===== config.mk =====
export PLATFORM = sky130hd
export DESIGN_NAME = lbba_update
export DESIGN_NICKNAME = d
export VERILOG_FILES = /design/src/rtl/lbba_pkg.sv /design/src/rtl/lbba_update.sv
export SDC_FILE = /design/constraint.sdc
export NUM_CORES = 1
export LEC_CHECK = 0
export BUFFER_PORTS_ARGS = -buffer_cell sky130_fd_sc_hd__clkbuf_2
export CAP_MARGIN = 5
export CORE_ASPECT_RATIO = 0.8
export CORE_MARGIN = 4
export CORE_UTILIZATION = 45
export DETAILED_ROUTE_END_ITERATION = 12
export PLACE_DENSITY = 0.76
export SETUP_SLACK_MARGIN = 0.3
export SLEW_MARGIN = 20
export SYNTH_ARGS = -nofsm -noshare
export SYNTH_HDL_FRONTEND = slang
export SYNTH_SLANG_ARGS = --single-unit

===== constraint.sdc =====
create_clock -name vclk -period 4.6
set_input_delay 0.23 -clock vclk [all_inputs]
set_output_delay 0.23 -clock vclk [all_outputs]
set_load 0.03 [all_outputs]

===== src/rtl/lbba_pkg.sv =====
// lbba_pkg: shared widths, table entry layout and write port struct
// for the label bounding box accumulator
// no dependencies
package lbba_pkg;

    localparam int LABEL_BITS  = 16;
    localparam int COORD_BITS  = 12;
    localparam int TABLE_DEPTH = 1 << LABEL_BITS;

    typedef logic [LABEL_BITS-1:0] label_t;
    typedef logic [COORD_BITS-1:0] coord_t;

    // one table word: seen flag plus both corners
    typedef struct packed {
        logic   seen;
        coord_t lo_x;
        coord_t lo_y;
        coord_t lo_z;
        coord_t hi_x;
        coord_t hi_y;
        coord_t hi_z;
    } box_entry_t;

    typedef struct packed {
        logic       en;
        label_t     addr;
        box_entry_t data;
    } tbl_write_t;

endpackage


===== src/rtl/lbba_update.sv =====
// lbba_update: merges one point into a stored box entry
// depends on lbba_pkg
module lbba_update (
    input  lbba_pkg::box_entry_t old_entry,
    input  lbba_pkg::coord_t     px,
    input  lbba_pkg::coord_t     py,
    input  lbba_pkg::coord_t     pz,
    output lbba_pkg::box_entry_t new_entry,
    output logic                 first
);
    import lbba_pkg::*;

    always_comb
    begin
        first          = !old_entry.seen;
        new_entry.seen = 1'b1;
        if (first)
        begin
            new_entry.lo_x = px;
            new_entry.lo_y = py;
            new_entry.lo_z = pz;
            new_entry.hi_x = px;
            new_entry.hi_y = py;
            new_entry.hi_z = pz;
        end
        else
        begin
            new_entry.lo_x = (px < old_entry.lo_x) ? px : old_entry.lo_x;
            new_entry.lo_y = (py < old_entry.lo_y) ? py : old_entry.lo_y;
            new_entry.lo_z = (pz < old_entry.lo_z) ? pz : old_entry.lo_z;
            new_entry.hi_x = (px > old_entry.hi_x) ? px : old_entry.hi_x;
            new_entry.hi_y = (py > old_entry.hi_y) ? py : old_entry.hi_y;
            new_entry.hi_z = (pz > old_entry.hi_z) ? pz : old_entry.hi_z;
        end
    end

endmodule


== Word-level counts from Yosys, hierarchy flattened ==
Cells that the tools add are included.
Storage, ports and cells
  bits in latches: 0
  bits in read-only memories: 0
  register bits: 0
  output and inout port bits: 74
  logic and storage cells: 14
  bits in writable memories: 0
  bits of input ports: 109
  memories: 0
Cells by class
  bitwise gates (word level): 0
  $add $sub $neg: 0
  shift operators: 0
  equal/unequal tests: 0
  multipliers: 0
  reductions and logical operators: 1
  mux-type cells: 7
  order comparisons: 6
  divide/modulo/power cells: 0
Operators with widths (number)
  $mux W12: 6
  $mux W72: 1
  $gt A12 B12 Y1: 3
  $lt A12 B12 Y1: 3
  $logic_not A1 Y1: 1

== Depth between registers and ports, before layout ==
Gate-level depths: netlist of the first run.
  depth in word-level cells: 3
  depth in mapped cells: 9
  gate-level depth less buffers: 7

== Worst setup path before layout of the first run ==
No wires, ideal clock.
  kind: input -> output
  from: in old_entry[71] (netlist name)
  to: out new_entry[71] (netlist name)
  arrival time: 2019 ps
  cell stages on the path: 8
  setup slack: 2351 ps
  cells stage by stage: inv_1 > ha_1 > and4_1 > nand3_1 > nor4_1 > a211o_1 > buf_6 > mux2i_1
RTL lines
  from (decl): RTL line lbba_update.sv:4  | input lbba_pkg::box_entry_t old_entry,
  to (decl): RTL line lbba_update.sv:8  | output lbba_pkg::box_entry_t new_entry,

==> results of run 1 <==
## cells in the mapped netlist, drive strengths merged (11+ instances only)
master	n
a21o	12
a21oi	21
a31oi	36
buf	11
clkbuf	31
ha	69
inv	71
mux2	35
nand2	42
nand3	45
o211ai	39
o2bb2ai	32
or4	36
## layer usage
metal	vias to the layer above	GRT usage [%]	wire, um
li1	2341	-	-
met4	0	4.20	238
met2	197	43.2	6260
met1	2206	29.8	5300
met3	25	2.93	1040
met5	-	0	0
## cells in the final DEF, fill, tap and decap left out, drive strengths merged, types with 4 or more instances in the layout
cell / count
a21o: 12
a21oi: 21
a31oi: 36
buf: 4
clkbuf: 182
ha: 69
inv: 71
mux2: 35
nand2: 42
nand3: 45
nand4: 9
o211ai: 39
o22ai: 4
o2bb2ai: 32
or4: 36
## critical path, stage by stage
cell       delay, ns
clkbuf_2        0.15
ha_1            0.34
nand4_1         0.24
or3_1           0.88
o2bb2ai_1       0.31
a31oi_1         0.07
nand3_1         0.15
clkbuf_2        0.22
## kinds of logic (layout without fill, tap and decap cells)
family / Yosys count / count (layout)
adders and majority gates: 69 / 69
muxes: 36 / 36
and+or+nand+nor: 153 / 153
AOI/OAI and AO/OA: 159 / 159
other: 1 / 1
buffers and inverters: 113 / 257
## layout make-up
class              instances  area, um2
inverters                 71        267
well taps                112        140
repair buffers           186        941
fillers                  821       3630
multi-input cells        418       3470
## per-stage QoR
stage	hold slack, ns	util, %	area [um2]	setup slack [ns]
global route	0.879	57.1	4820	1.60
global placement	0.863	56.8	4790	1.84
detailed placement	0.868	56.8	4790	1.80
finish	0.867	57.1	4820	1.77
CTS	0.869	56.8	4790	1.80
floorplan	0.640	-	3890	2.35
## path summary, 6_finish.rpt
check / endpoint / cells past startpoint / startpoint / slack [ns]
setup / recovery: new_entry[17] / 8 / py[10] / 1.77
hold / removal: new_entry[68] / 3 / old_entry[68] / 0.87
## where the power goes
part	switching [mW]	total, mW	internal, mW	leakage [nW]
clock network	0	0	0	0
registers	0	0	0	0
logic	0.403	0.648	0.245	2.59
==> impl_metrics.env, run 1 <==
export IMPL_seq_cells=0
export IMPL_synth_area_mux_share_pct=13.2
export IMPL_io_buffers=182
export IMPL_synthesis_instances=531
export IMPL_hpwl_mm=10.2
export IMPL_yosysUniqueCellTypes=32
export IMPL_post_cts_repair_setup_buffers=0
export IMPL_synth_top_cell_by_area="ha_1"
export IMPL_die_height_um=91.2
export IMPL_die_area_um2=10200
export IMPL_maxSlewHeadroom_pct=25.9
export IMPL_rsz0062_at_grt="false"
export IMPL_initial_core_util_pct=46.1
export IMPL_peakVddDrop_mv=0.0680
export IMPL_cap_violations=0
export IMPL_pin_count=183
export IMPL_status="completed"
export IMPL_wl_per_cell_um=16.3
export IMPL_post_cts_resized=0
export IMPL_period_share_pct=61.4
export IMPL_synth_compound_area_share_pct=30.6
export IMPL_powerDensity_nw_per_um2=135
export IMPL_start_kind="input pin"
export IMPL_gp_congestion=0.865
export IMPL_drive_gt1_share_pct=34.4
export IMPL_ant_nets=0
export IMPL_drv_slew=0
export IMPL_fin_crit_ns=2.83
export IMPL_finalPower_uw=648
export IMPL_finalSetupTns_ns=0
export IMPL_synth_fa_ha_area_share_pct=22.2
export IMPL_synth_xor_area_share_pct=0
export IMPL_grt_pass1_wl_mm=21.2
export IMPL_seqCellArea_um2=0
export IMPL_num_rows=30
export IMPL_end_kind="output port"
export IMPL_syn2layout_area_growth_pct=23.9
export IMPL_hp_class="input pin to output port"
export IMPL_fmax_mhz=354
export IMPL_grt_pass1_vias=4534
export IMPL_arrival_ns=2.60
export IMPL_hold_buffers=0
export IMPL_clock_buffer_count=0
export IMPL_critPathKind="input pin to output port"
export IMPL_nets=855
export IMPL_synth_simple_area_share_pct=22.1
export IMPL_dp_cells=787
export IMPL_drt_iter0_markers=291
export IMPL_synth_area_um2=3890
export IMPL_hold_viol=0
export IMPL_chipWidth_um=112
export IMPL_cp_max_fo=36
export IMPL_ys_warn_count=0
export IMPL_synth_top_cell_area_share_pct=22.2
export IMPL_postSynthAreaPerCell_um2=7.33
export IMPL_syn_nets=709
export IMPL_core_area_um2=8450
export IMPL_p_leak_nw=2.59
export IMPL_vias=4769
export IMPL_dr_pass1_iters=6
export IMPL_diodes=0
export IMPL_crit_required_ns=4.37
export IMPL_finalSetupViolCount=0
export IMPL_ys_top_cells_by_area="ha_1 22%, mux2_4 11%, o211ai_1 7.5%, o2bb2ai_1 7.2%, or4_1 6.9%"
export IMPL_synth_top_family_by_area="compound AO/OA/AOI/OAI gates"
export IMPL_seq_area_frac_synth_pct=0
export IMPL_drcViolationCount=0
export IMPL_wl_mm=12.8
export IMPL_grt_antenna_before_repair=0
export IMPL_grt_start_max_net_pins=37
export IMPL_track_usage_pct=23.6
export IMPL_tightest_slew_ns=1.11
export IMPL_vias_per_cell=6.06
export IMPL_grt_overflow=0
export IMPL_final_cells=787
(Power assumes the default switching activity.)
==> run 2, diff against run 1 <==
==> constraint.sdc (replaced) <==
create_clock -name vclk -period 2.8
set_input_delay 0.14 -clock vclk [all_inputs]
set_output_delay 0.14 -clock vclk [all_outputs]
set_load 0.03 [all_outputs]
==> run 2 against run 1 <==
  * First-iteration DRC count up 6.2%
  * Via count up 1.9%
  * Sequential cell count unchanged
  * Critical path depth unchanged
  * Largest power group unchanged
  * Non-clock buffer count up 17
  * Critical endpoint is now new_entry[1]
  * Die area unchanged
  * Clock-buffer cell count unchanged
  * Cell count up 2.2%
  * Global-route usage down 0.26 points
  * Worst hold slack worse by 0.18 ns
  * Combinational power up 67%
  * Sequential share of layout area unchanged
==> impl_metrics.env, run 2 (synthesis gave the netlist of run 1 again) <==
export IMPL_status="completed"
export IMPL_powerDensity_nw_per_um2=218
export IMPL_wl_mm=12.9
export IMPL_nets=872
export IMPL_min_path_cells=4
export IMPL_ant_nets=0
export IMPL_dp_cells=802
export IMPL_crit_required_ns=2.66
export IMPL_seq_cells=0
export IMPL_critPathKind="input pin to output port"
export IMPL_peakVddDrop_mv=0.111
export IMPL_arrival_ns=2.22
export IMPL_grt_pass1_wl_mm=20.7
export IMPL_drv_slew=0
export IMPL_fmax_mhz=425
export IMPL_most_common_layout_cells="182 x clkbuf_2, 71 x inv_1, 69 x ha_1"
export IMPL_vias=4861
export IMPL_drcViolationCount=0
export IMPL_final_cells=804
export IMPL_finalSetupViolCount=0
export IMPL_period_share_pct=84.1
export IMPL_cp_max_fo=24
export IMPL_drt_iter0_markers=309
export IMPL_fin_crit_ns=2.36
export IMPL_grt_antenna_before_repair=0
export IMPL_grt_start_max_net_pins=28
export IMPL_initial_core_util_pct=46.1
export IMPL_hold_end="new_entry[71]"
export IMPL_hp_start="old_entry[71]"
export IMPL_crit_chain="clkbuf_2, ha_1, a21oi_1, nand2_1, a21o_1, or4_1, nand3_1, clkbuf_2"
export IMPL_clock_buffer_count=0
export IMPL_pin_count=183
export IMPL_crit_family="simple AND/OR/NAND/NOR gates"
export IMPL_die_area_um2=10200
export IMPL_track_usage_pct=23.3
export IMPL_cp_common_cell="clkbuf_2"
export IMPL_core_area_um2=8450
export IMPL_grt_pass1_vias=4388
export IMPL_seqCellArea_um2=0
export IMPL_start_kind="input pin"
export IMPL_drive_gt1_share_pct=36.1
export IMPL_maxSlewHeadroom_pct=54.2
export IMPL_num_rows=30
export IMPL_hold_viol=0
export IMPL_hpwl_mm=10.4
export IMPL_cap_violations=0
export IMPL_vias_per_cell=6.05
export IMPL_gp_congestion=0.883
export IMPL_end_kind="output port"
export IMPL_final_common_cell="clkbuf_2"
export IMPL_grt_overflow=0
export IMPL_hp_class="input pin to output port"
export IMPL_syn2layout_area_growth_pct=27.1
export IMPL_tightest_slew_ns=0.688
export IMPL_critPathMaxStageDelay_ns=0.59
export IMPL_hold_buffers=0
export IMPL_finalSetupTns_ns=0
export IMPL_chipWidth_um=112
export IMPL_diodes=0
export IMPL_path_buf_inv=2
export IMPL_die_height_um=91.2
export IMPL_wl_per_cell_um=16.0
export IMPL_io_buffers=182
export IMPL_rsz0062_at_grt="false"
export IMPL_cp_slowest_cell="or4_1"
export IMPL_p_leak_nw=2.68
export IMPL_dr_pass1_iters=5
[run 2: worst max path at each step]
stage	depth (start not counted)	endpoint	slack, ns	start
finish	8	new_entry[1]	0.44	pz[10]
global route	8	new_entry[0]	0.31	pz[10]
CTS	9	new_entry[70]	0.32	px[9]
detailed placement	9	new_entry[70]	0.34	px[9]
global placement	9	new_entry[11]	0.47	pz[10]
floorplan	8	new_entry[71]	0.73	old_entry[71]
[run 2: cell type report]
cell class | count | area [um2]
inverters | 71 | 267
repair buffers | 203 | 1080
fillers | 837 | 3500
well taps | 112 | 140
multi-input cells | 418 | 3460
[run 2: per-layer routing]
layer / track usage [%] / wire (um) / up-vias
met5: 0 / 0 / -
met4: 3.50 / 182 / 0
met3: 2.00 / 941 / 14
met2: 41.5 / 6260 / 202
met1: 31.3 / 5520 / 2262
li1: - / - / 2383
[run 2: report_power, final]
part           internal [mW]  switching, mW
Combinational          0.417          0.661
Sequential                 0              0
Clock                      0              0
Total                  0.417          0.661
[run 2: repair_timing]
action                     CTS  global route
buffers inserted             0             2
resized for setup            0             3
setup endpoints to repair    0            20
[run 2: per-stage QoR]
stage / hold WS [ns] / util, % / setup slack, ns / total power, mW / cell area (um2)
global route: 0.696 / 58.5 / 0.310 / 1.17 / 4940
detailed placement: 0.679 / 58.2 / 0.338 / 1.07 / 4920
CTS: 0.681 / 58.2 / 0.315 / 1.08 / 4920
floorplan: 0.460 / - / 0.731 / 0.732 / 3890
finish: 0.683 / 58.5 / 0.445 / 1.08 / 4940
global placement: 0.672 / 58.2 / 0.469 / 1.04 / 4920
