$ cat src/rtl/lbba_pkg.sv
// lbba_pkg: shared widths, table entry layout and write port struct
// for the label bounding box accumulator
// no dependencies
package lbba_pkg;

    localparam int LABEL_BITS  = 16;
    localparam int COORD_BITS  = 12;
    localparam int TABLE_DEPTH = 1 << LABEL_BITS;

    typedef logic [LABEL_BITS-1:0] label_t;
    typedef logic [COORD_BITS-1:0] coord_t;

    // one table word: seen flag plus both corners
    typedef struct packed {
        logic   seen;
        coord_t lo_x;
        coord_t lo_y;
        coord_t lo_z;
        coord_t hi_x;
        coord_t hi_y;
        coord_t hi_z;
    } box_entry_t;

    typedef struct packed {
        logic       en;
        label_t     addr;
        box_entry_t data;
    } tbl_write_t;

endpackage

$ cat src/rtl/lbba_clear.sv
// lbba_clear: walks the table once after reset and zeroes every entry
// depends on lbba_pkg
module lbba_clear (
    input  logic                 clk,
    input  logic                 rst_n,
    output logic                 clearing,
    output lbba_pkg::tbl_write_t wr
);
    import lbba_pkg::*;

    logic   clearing_reg, clearing_next;
    label_t addr_reg, addr_next;

    always_comb
    begin
        clearing_next = clearing_reg;
        addr_next     = addr_reg;
        if (clearing_reg)
        begin
            addr_next = addr_reg + label_t'(1);
            if (&addr_reg)
            begin
                clearing_next = 1'b0;
            end
        end
    end

    always_ff @(posedge clk or negedge rst_n)
    begin
        if (!rst_n)
        begin
            clearing_reg <= 1'b1;
            addr_reg     <= '0;
        end
        else
        begin
            clearing_reg <= clearing_next;
            addr_reg     <= addr_next;
        end
    end

    assign clearing = clearing_reg;
    assign wr.en    = clearing_reg;
    assign wr.addr  = addr_reg;
    assign wr.data  = '0;

endmodule

$ cat config.mk
export PLATFORM = sky130hd
export DESIGN_NAME = lbba_clear
export DESIGN_NICKNAME = d
export VERILOG_FILES = /design/src/rtl/lbba_pkg.sv /design/src/rtl/lbba_clear.sv
export SDC_FILE = /design/constraint.sdc
export NUM_CORES = 1
export LEC_CHECK = 0
export BUFFER_PORTS_ARGS = -buffer_cell sky130_fd_sc_hd__buf_2
export CORE_UTILIZATION = 46
export CTS_BUF_LIST = sky130_fd_sc_hd__clkbuf_8
export CTS_CLUSTER_DIAMETER = 120
export DETAILED_ROUTE_END_ITERATION = 7
export PLACE_DENSITY = 0.88
export SLEW_MARGIN = 0
export SYNTH_ARGS = -nofsm -noshare
export SYNTH_HDL_FRONTEND = slang
export SYNTH_SLANG_ARGS = --single-unit
export TNS_END_PERCENT = 30
$ cat constraint.sdc
create_clock -name clk -period 2.2 [get_ports clk]
set_input_delay 0.55 -clock clk [delete_from_list [all_inputs] [get_ports clk]]
set_output_delay 0.55 -clock clk [all_outputs]
set_load 0.01 [all_outputs]
---- After elaboration in Yosys (flattened, before gate mapping) ----
Index checks and enable logic that the tools add are counted.
storage, ports and cells
  output and inout bits ................... 91
  input bits .............................. 2
  word-level logic and storage cells ...... 6
  register bits after elaboration ......... 17
operators by class
  add/sub/neg operators ................... 1
  reductions and logical operators ........ 1
  mux-type cells .......................... 2
operator list
  cell                     count
  $add A16 B1 Y16 const B  1
  $reduce_and A16 Y1       1
  $mux W1                  2

---- Longest topological paths before layout ----
Gate-level depths: netlist of run 1.
  word-level depth ........................ 3
  depth in mapped cells ................... 5
  gate-level depth less buffers ........... 5

---- Worst setup path after synthesis of run 1 ----
No wires, ideal clock.
  path kind ............................... register -> register
  from .................................... register clearing_reg (netlist: clearing)
  to ...................................... register addr_reg[14]
  slack ................................... 0.742 ns
  library setup time ...................... 0.125 ns
  path buffers ............................ 1
  required time ........................... 2.075 ns
  cell stages (with the launch flop) ...... 6
  period minus slack after synthesis ...... 1.458 ns
  data arrival time ....................... 1.332 ns
  cells stage by stage .................... dfstp_2 > buf_4 > nand4_1 > nor3_1 > nand4_1 > xnor2_1
RTL lines
  item                    RTL line          source
  start, declared         lbba_clear.sv:11  logic clearing_reg, clearing_next;
  start signal, assigned  lbba_clear.sv:37  clearing_reg <= clearing_next;
  end signal, assigned    lbba_clear.sv:38  addr_reg <= addr_next;
  end, declared           lbba_clear.sv:12  label_t addr_reg, addr_next;

---- Worst setup path in the final report of run 1 ----
  from .................................... register clearing_reg (netlist: clearing)
  to ...................................... output wr[89] (netlist name)
RTL lines
  item           RTL line         source
  end, declared  lbba_clear.sv:7  output lbba_pkg::tbl_write_t wr
No word-level cell between the ends.

==> impl_metrics.py, run 1 <==
metrics = {
    "logic_synthesis": {
        "yosysWarnings": 0,
        "syn_avg_cell_area_sq_um": 9.556,
        "synth_cell_types": 20,
        "syn_inst": 138,
        "syn_area_sq_mm": 0.001319,
        "synth_seq_cells": 17,
        "ys_seq_area_frac": 0.3235,
    },
    "clock_network": {
        "cts_setup_buffers": 0,
        "cts_resized": 0,
        "cts_buffer_depth": 2,
        "cts-hold-fix-buffers": 0,
        "cts_tree": "yes",
        "clkLatencyLatePin_ps": 250,
        "cts_sinks": 17,
        "cts_root_buf": "clkbuf_8",
        "cts.clk_slew.worst_paths_ps": 70,
        "htreeDepth": 1,
        "numCtsBuffers": 3,
    },
    "timing": {
        "fin_skew_ps": 2.068,
        "rsz0062_at_grt": "false",
        "fin_crit_ps": 1585,
        "tns_ps": 0,
        "report.final.slew_viol_count": 0,
        "setup_ws_ps": 615.0,
        "report.final.setup_viol": 0,
        "hold_violations": 0,
        "period_share": 0.7204,
        "max_freq_mhz": 630.9,
    },
    "route": {
        "dr_wl_met2_microns": 739,
        "wl_microns": 1596,
        "route.vias.total": 715,
        "wl_per_cell_microns": 8.444,
        "vias_per_cell": 3.783,
        "drc": 0,
        "met3_length_microns": 161,
        "dr.pass1.iters": 3,
        "antenna_left": 0,
        "drt-initial-drc-count": 6,
        "wirelength_met1_microns": 662,
        "top_layer": "met4",
    },
    "power_and_ir_drop": {
        "cellPowerDensity_mw_per_mm2": 502.1,
        "irDropWorstVdd_v": 0.0002699,
        "leakage_nw": 0.7272,
        "p_total_uw": 605.0,
    },
    "layout": {
        "drive_gt1_frac": 0.1772,
        "fin_util": 0.4407,
        "largest_register_ff_count": 16,
        "synthToLayoutAreaGrowth_pct": -8.633,
        "layout_common_cells": "conb_1, buf_2, dfrtp_1, xnor2_1, nand2_1",
        "fin_cells": 189,
        "final_nets": 162,
        "diodes": 0,
        "layout_commonest_cell": "conb_1",
    },
    "global_route": {
        "track_usage": 0.1104,
        "grt_max_degree": 18,
        "grt_overflow": 0,
        "grt_pass1_wl_microns": 2580,
        "grt_pass1_vias": 583,
        "antenna_found_initial": 0,
    },
    "flow_run": {
        "timing.max_cap.violations": 0,
    },
    "setup_path": {
        "start_kind": "flop",
        "path_delay_family": "flip-flops",
        "cp_max_fo": 9,
        "path_buf_inv": 1,
        "worstSetupEndpointType": "primary output",
        "critPathRequiredTime_ps": 1650,
        "slowest_stage": "dfstp_2",
        "cp_slowest_stage_delay_ps": 620,
        "path_cells": "buf_2",
        "path_class": "reg -> out",
        "crit_arrival_ps": 1030,
    },
    "min_path": {
        "hold_path.class": "in -> async",
    },
    "die": {
        "fp.dieW_microns": 55.55,
        "ios": 93,
        "start_util": 0.4824,
        "die_height_microns": 55.55,
        "core_sq_mm": 0.002734,
        "rows": 19,
        "die_area_sq_mm": 0.003085,
    },
    "place": {
        "dp_slack_ps": 675.0,
        "gp_congestion": 0.8073,
        "port_buffers": 19,
        "dp.cells": 185,
        "hpwl_microns": 1299,
    },
    "outcome": {
        "status": "finished, final reports clean",
    },
}
==> synthesized netlist by cell type <==
master / number / area [sq um]
o31a_1: 1 / 8.760
nor2_1: 3 / 11.26
nand4_2: 1 / 12.51
conb_1: 1 / 3.750
inv_1: 1 / 3.750
xor2_1: 4 / 35.03
nand2b_1: 1 / 6.260
dfrtp_1: 16 / 400.4
buf_4: 75 / 563.0
ha_1: 1 / 12.51
mux2_2: 1 / 11.26
xnor2_1: 11 / 96.34
nor3_1: 2 / 10.01
or3_1: 1 / 6.260
nand3_2: 2 / 20.02
nor4_4: 1 / 21.27
nand2_1: 8 / 30.03
dfstp_2: 1 / 26.28
nand4_1: 4 / 25.02
nand3_1: 3 / 15.01
==> logic make-up after synthesis <==
kind of cell	after synthesis	share of synthesized area
simple gates	26	0.1195
other cells	1	0.002844
fa+ha+maj	1	0.009486
compound gates	1	0.006643
buf+inv	76	0.4298
xor+xnor	15	0.09962
mux	1	0.008538
flops	17	0.3235
==> area by class of cell <==
| class | instances | area (sq um) |
|---|---|---|
| multi-input cells | 117 | 595.6 |
| fillers | 290 | 1529 |
| repair buffers | 19 | 95.09 |
| clock buffers | 3 | 41.29 |
| well taps | 31 | 38.79 |
| inverters | 1 | 3.754 |
| flip-flops and latches | 17 | 426.7 |
| clock inverters | 1 | 3.754 |
==> worst paths after layout <==
kind                                          start                        to  slack, ps  cells after the start
max in group asynchronous                     rst_n        clearing$_DFF_PN1_       1680                      1
hold / removal                                rst_n   addr_reg[3]$_DFFE_PN0P_        210                      1
setup / recovery                 clearing$_DFF_PN1_                    wr[89]        620                      1
setup reg to reg            addr_reg[0]$_DFFE_PN0P_  addr_reg[14]$_DFFE_PN0P_        660                      5
min in group clk           addr_reg[15]$_DFFE_PN0P_  addr_reg[15]$_DFFE_PN0P_        490                      1
hold reg to reg            addr_reg[15]$_DFFE_PN0P_  addr_reg[15]$_DFFE_PN0P_        490                      1
==> per-stage QoR <==
step                instance area [sq um]  hold WS, ps
CTS                                  1205        219.5
finish                               1205        206.7
detailed placement                   1160        484.5
global route                         1205        232.1
floorplan                            1589        254.4
global placement                     1160        481.7
==> layer usage <==
metal | global-route usage | vias to the layer above
met5 | 0 | -
met4 | 0.06429 | 0
met3 | 0.03747 | 4
met2 | 0.1824 | 52
met1 | 0.1229 | 328
li1 | - | 331
==> where the power goes <==
group	leakage (nW)	internal [mW]	switching, mW
logic	0.466	0.000644	0.0614
clock network	0.0269	0.124	0.107
registers	0.234	0.313	0
total	0.727	0.437	0.168
Power figures use the tool's default switching activity.
==> inputs of run 2 (changes only) <==
--- a/config.mk
+++ b/config.mk
@@ -6,11 +6,11 @@
 export NUM_CORES = 1
 export LEC_CHECK = 0
 export BUFFER_PORTS_ARGS = -buffer_cell sky130_fd_sc_hd__buf_2
-export CORE_UTILIZATION = 46
+export CORE_UTILIZATION = 38
 export CTS_BUF_LIST = sky130_fd_sc_hd__clkbuf_8
 export CTS_CLUSTER_DIAMETER = 120
 export DETAILED_ROUTE_END_ITERATION = 7
-export PLACE_DENSITY = 0.88
+export PLACE_DENSITY = 0.78
 export SLEW_MARGIN = 0
 export SYNTH_ARGS = -nofsm -noshare
 export SYNTH_HDL_FRONTEND = slang
==> constraint.sdc (replaced) <==
create_clock -name clk -period 1.4 [get_ports clk]
set_input_delay 0.35 -clock clk [delete_from_list [all_inputs] [get_ports clk]]
set_output_delay 0.35 -clock clk [all_outputs]
set_load 0.01 [all_outputs]
==> impl_metrics.py, run 2 (synthesized netlist as in run 1, its figures left out) <==
metrics = {
    "outcome": {
        "status": "finished, final reports clean",
    },
    "global_route": {
        "grt_overflow": 0,
        "antenna_found_initial": 0,
        "grt_max_degree": 18,
        "grt_pass1_vias": 606,
        "grt_pass1_wl_microns": 2656,
        "track_usage": 0.09728,
    },
    "layout": {
        "finish.instance_area_sq_mm": 0.001349,
        "drive_gt1_frac": 0.2529,
        "largest_register_ff_count": 16,
        "layout_common_cells": "conb_1, buf_2, dfrtp_1, xnor2_1, buf_4",
        "fin_cells": 216,
        "layout_commonest_cell": "conb_1",
        "diodes": 0,
        "synthToLayoutAreaGrowth_pct": 2.277,
        "fin_util": 0.4042,
        "final_nets": 174,
    },
    "timing": {
        "rsz0062_at_grt": "true",
        "report.final.slew_viol_count": 0,
        "fin_crit_ps": 1391,
        "hold_violations": 0,
        "period_share": 0.9939,
        "tns_ps": 0,
        "fin_skew_ps": 4.277,
        "max_freq_mhz": 718.7,
        "report.final.setup_viol": 0,
    },
    "die": {
        "core_sq_mm": 0.003337,
        "start_util": 0.3952,
        "fp.dieW_microns": 60.91,
        "die_height_microns": 60.91,
        "die_area_sq_mm": 0.003710,
        "rows": 21,
        "ios": 93,
    },
    "route": {
        "wl_microns": 1736,
        "dr.pass1.iters": 4,
        "drc": 0,
        "vias_per_cell": 3.491,
        "route.vias.total": 754,
        "antenna_left": 0,
        "wl_per_cell_microns": 8.037,
        "drt-initial-drc-count": 10,
    },
    "setup_path": {
        "path_cells": "buf_6 -> buf_6",
        "path_delay_family": "flip-flops",
        "cp_slowest_stage_delay_ps": 580,
        "slowest_stage": "dfstp_2",
        "cp_max_fo": 5,
        "critPathRequiredTime_ps": 1050,
        "crit_arrival_ps": 1040,
        "path_class": "reg -> out",
        "worstSetupEndpointType": "primary output",
        "crit_top_cell": "buf_6",
        "path_buf_inv": 2,
        "start_kind": "flop",
    },
    "place": {
        "placed_cell_area_sq_mm": 0.001259,
        "hpwl_microns": 1410,
        "port_buffers": 19,
        "gp_congestion": 0.7429,
        "dp.cells": 210,
    },
    "min_path": {
        "hold_path.class": "in -> async",
    },
    "clock_network": {
        "htreeDepth": 1,
        "cts-hold-fix-buffers": 0,
        "cts_root_buf": "clkbuf_8",
        "cts.clk_slew.worst_paths_ps": 60,
        "cts_tree": "yes",
        "cts_sinks": 17,
        "clkLatencyLatePin_ps": 250,
        "numCtsBuffers": 3,
        "cts_buffer_depth": 2,
    },
    "power_and_ir_drop": {
        "cellPowerDensity_mw_per_mm2": 697.0,
        "irDropWorstVdd_v": 0.0002231,
        "leakage_nw": 0.7901,
    },
    "flow_run": {
        "timing.max_cap.violations": 0,
    },
}
==> run 2: repair_timing <==
action	CTS	global route
setup buffers	1	1
resized for setup	1	5
setup endpoints to repair	2	8
pin swaps	0	1
==> run 2: power by group <==
part | total [mW] | internal [mW] | switching, mW
Combinational | 0.0976 | 0.00101 | 0.0966
Sequential | 0.491 | 0.491 | 0
Clock | 0.351 | 0.194 | 0.157
==> run 2: path summary, 6_finish.rpt <==
kind,startpoint,end,slack [ps],cells past startpoint
worst max-delay path,clearing$_DFF_PN1_,clearing,9,2
worst min-delay path,rst_n,addr_reg[2]$_DFFE_PN0P_,10,1
worst max register to register,clearing$_DFF_PN1_,addr_reg[14]$_DFFE_PN0P_,30,4
worst min register to register,clearing$_DFF_PN1_,clearing$_DFF_PN1_,500,1
max in group asynchronous,rst_n,clearing$_DFF_PN1_,1070,1
min in group clk,clearing$_DFF_PN1_,clearing$_DFF_PN1_,500,1
==> run 2: final cells by class <==
class	count	area (sq um)
multi-input combinational	117	613.1
timing repair buffer	31	201.4
tap	46	57.56
clock buffer	3	41.29
inverter	1	3.754
clock inverter	1	3.754
fill	374	1988
sequential	17	427.9
==> run 2: metal layers <==
metal	GRT usage	vias to the layer above	wire (microns)
li1	-	356	-
met4	0.03896	0	10
met1	0.1268	344	774
met2	0.1507	52	803
met5	0	-	0
met3	0.02985	2	147
==> run 2: worst register-to-register path, delay by kind of cell (launching register included) <==
kind          cells  cell delay [ps]
xor+xnor          1              140
simple gates      3              550
flops             1              580
==> run 2: stage by stage <==
step / hold WS (ps) / total power [mW] / setup slack, ps
floorplan: 54.41 / 0.7366 / -21.72
global placement: 289.1 / 0.5956 / 61.44
detailed placement: 293.1 / 0.5959 / 22.94
CTS: 26.67 / 0.9524 / -3.009
global route: 44.83 / 0.9972 / -73.23
finish: 14.32 / 0.9401 / 8.507
==> inputs of run 3 (changes only) <==
--- a/config.mk
+++ b/config.mk
@@ -5,7 +5,7 @@
 export SDC_FILE = /design/constraint.sdc
 export NUM_CORES = 1
 export LEC_CHECK = 0
-export BUFFER_PORTS_ARGS = -buffer_cell sky130_fd_sc_hd__buf_2
+export BUFFER_PORTS_ARGS = -buffer_cell sky130_fd_sc_hd__clkbuf_2
 export CORE_UTILIZATION = 38
 export CTS_BUF_LIST = sky130_fd_sc_hd__clkbuf_8
 export CTS_CLUSTER_DIAMETER = 120
==> impl_metrics.py, run 3 (synthesized netlist as in run 1, its figures left out) <==
metrics = {
    "route": {
        "drt-initial-drc-count": 11,
        "route.vias.total": 756,
        "vias_per_cell": 3.484,
        "drc": 0,
        "antenna_left": 0,
        "wl_per_cell_microns": 8.037,
        "dr.pass1.iters": 4,
        "wl_microns": 1744,
    },
    "clock_network": {
        "cts_buffer_depth": 2,
        "htreeDepth": 1,
        "numCtsBuffers": 3,
        "cts_sinks": 17,
        "clkLatencyLatePin_ps": 260,
        "cts.clk_slew.worst_paths_ps": 60,
        "cts_tree": "yes",
        "cts_root_buf": "clkbuf_8",
    },
    "min_path": {
        "hold_path.class": "in -> async",
    },
    "layout": {
        "fin_util": 0.4038,
        "register_area_sq_um": 426.7,
        "synthToLayoutAreaGrowth_pct": 2.182,
        "drive_gt1_frac": 0.2573,
        "largest_register_ff_count": 16,
        "diodes": 0,
        "multi_input_area_sq_um": 605.6,
        "layout_commonest_cell": "conb_1",
        "n_fill_cell": 361,
        "layout_common_cells": "conb_1, clkbuf_2, dfrtp_1, buf_4, xnor2_1",
        "final_nets": 175,
    },
    "timing": {
        "report.final.slew_viol_count": 0,
        "fin_crit_ps": 1385,
        "max_freq_mhz": 721.8,
        "period_share": 0.9896,
        "fin_skew_ps": 1.110,
        "rsz0062_at_grt": "true",
        "report.final.setup_viol": 0,
        "hold_violations": 0,
        "tns_ps": 0,
    },
    "global_route": {
        "grt_pass1_wl_microns": 2739,
        "grt_max_degree": 18,
        "antenna_found_initial": 0,
        "grt_pass1_vias": 618,
        "track_usage": 0.1062,
        "grt_overflow": 0,
    },
    "setup_path": {
        "crit_arrival_ps": 1040,
        "r2r_cells": 4,
        "path_class": "reg -> out",
        "start_kind": "flop",
        "cp_max_fo": 4,
        "critPathRequiredTime_ps": 1050,
        "worstSetupEndpointType": "primary output",
    },
    "outcome": {
        "status": "finished, final reports clean",
    },
    "die": {
        "ios": 93,
        "die_area_sq_mm": 0.003710,
        "core_sq_mm": 0.003337,
        "die_height_microns": 60.91,
        "rows": 21,
        "start_util": 0.3952,
        "fp.dieW_microns": 60.91,
    },
    "place": {
        "hpwl_microns": 1432,
        "port_buffers": 19,
        "gp_congestion": 0.7309,
    },
    "power_and_ir_drop": {
        "cellPowerDensity_mw_per_mm2": 708.3,
        "leakage_nw": 0.7792,
        "irDropWorstVdd_v": 0.0003015,
    },
    "flow_run": {
        "timing.max_cap.violations": 0,
    },
}
run 3: changes by cell type in the layout (fill, tap and decap cells not counted), sizes merged:
| cell | previous run | this run |
|---|---|---|
| clkbuf | 3 | 20 |
| buf | 31 | 15 |
run 3: where the power goes:
part           internal [mW]  total (mW)  switching [mW]  leakage (nW)
clock                  0.195       0.366           0.171        0.0269
sequential             0.491       0.491               0         0.234
combinational       0.000975      0.0975          0.0965         0.518
run 3: routing by layer:
metal	vias to the layer above	global-route usage	wire length, microns
li1	358	-	-
met1	342	0.1293	769
met2	51	0.1633	798
met3	5	0.02559	123
met4	0	0.07792	52
met5	-	0	0
run 3: worst paths after layout:
check                              startpoint  slack, ps                       end
min reg2reg                clearing$_DFF_PN1_        500        clearing$_DFF_PN1_
max in group asynchronous               rst_n       1060        clearing$_DFF_PN1_
max reg2reg                clearing$_DFF_PN1_         20  addr_reg[14]$_DFFE_PN0P_
max                        clearing$_DFF_PN1_         10                  clearing
min in group clk           clearing$_DFF_PN1_        500        clearing$_DFF_PN1_
min                                     rst_n         10  addr_reg[11]$_DFFE_PN0P_
run 3: timing repair:
action,4_1_cts,5_1_grt
hold buffers,0,0
hold endpoints to repair,0,0
setup endpoints to repair,2,7
gates resized for setup,1,6
setup buffers,1,1
pin swaps,0,1
run 3: final cells by class:
cell class / count / share of cell area
multi-input cells: 117 / 0.4494
flip-flops and latches: 17 / 0.3166
repair buffers: 32 / 0.1551
well taps: 46 / 0.04271
clock buffers: 3 / 0.03064
clock inverters: 1 / 0.002786
inverters: 1 / 0.002786
run 3: critical path, cell delays in order, from the launching register on:
cell     delay (ps)
dfstp_2         570
buf_6           120
buf_6            90
run 3: through the flow:
step	cells	hold WS (ps)	area [sq um]	worst slack, ps	total power, mW
final	217	14.19	1348	14.54	0.9545
after global routing	217	44.30	1348	-114.1	1.011
after CTS	216	28.59	1323	-2.277	0.9629
after detailed placement	211	305.8	1266	30.96	0.5958
after global placement	211	296.8	1266	72.33	0.5953
after floorplan	210	54.41	1594	-21.72	0.7366
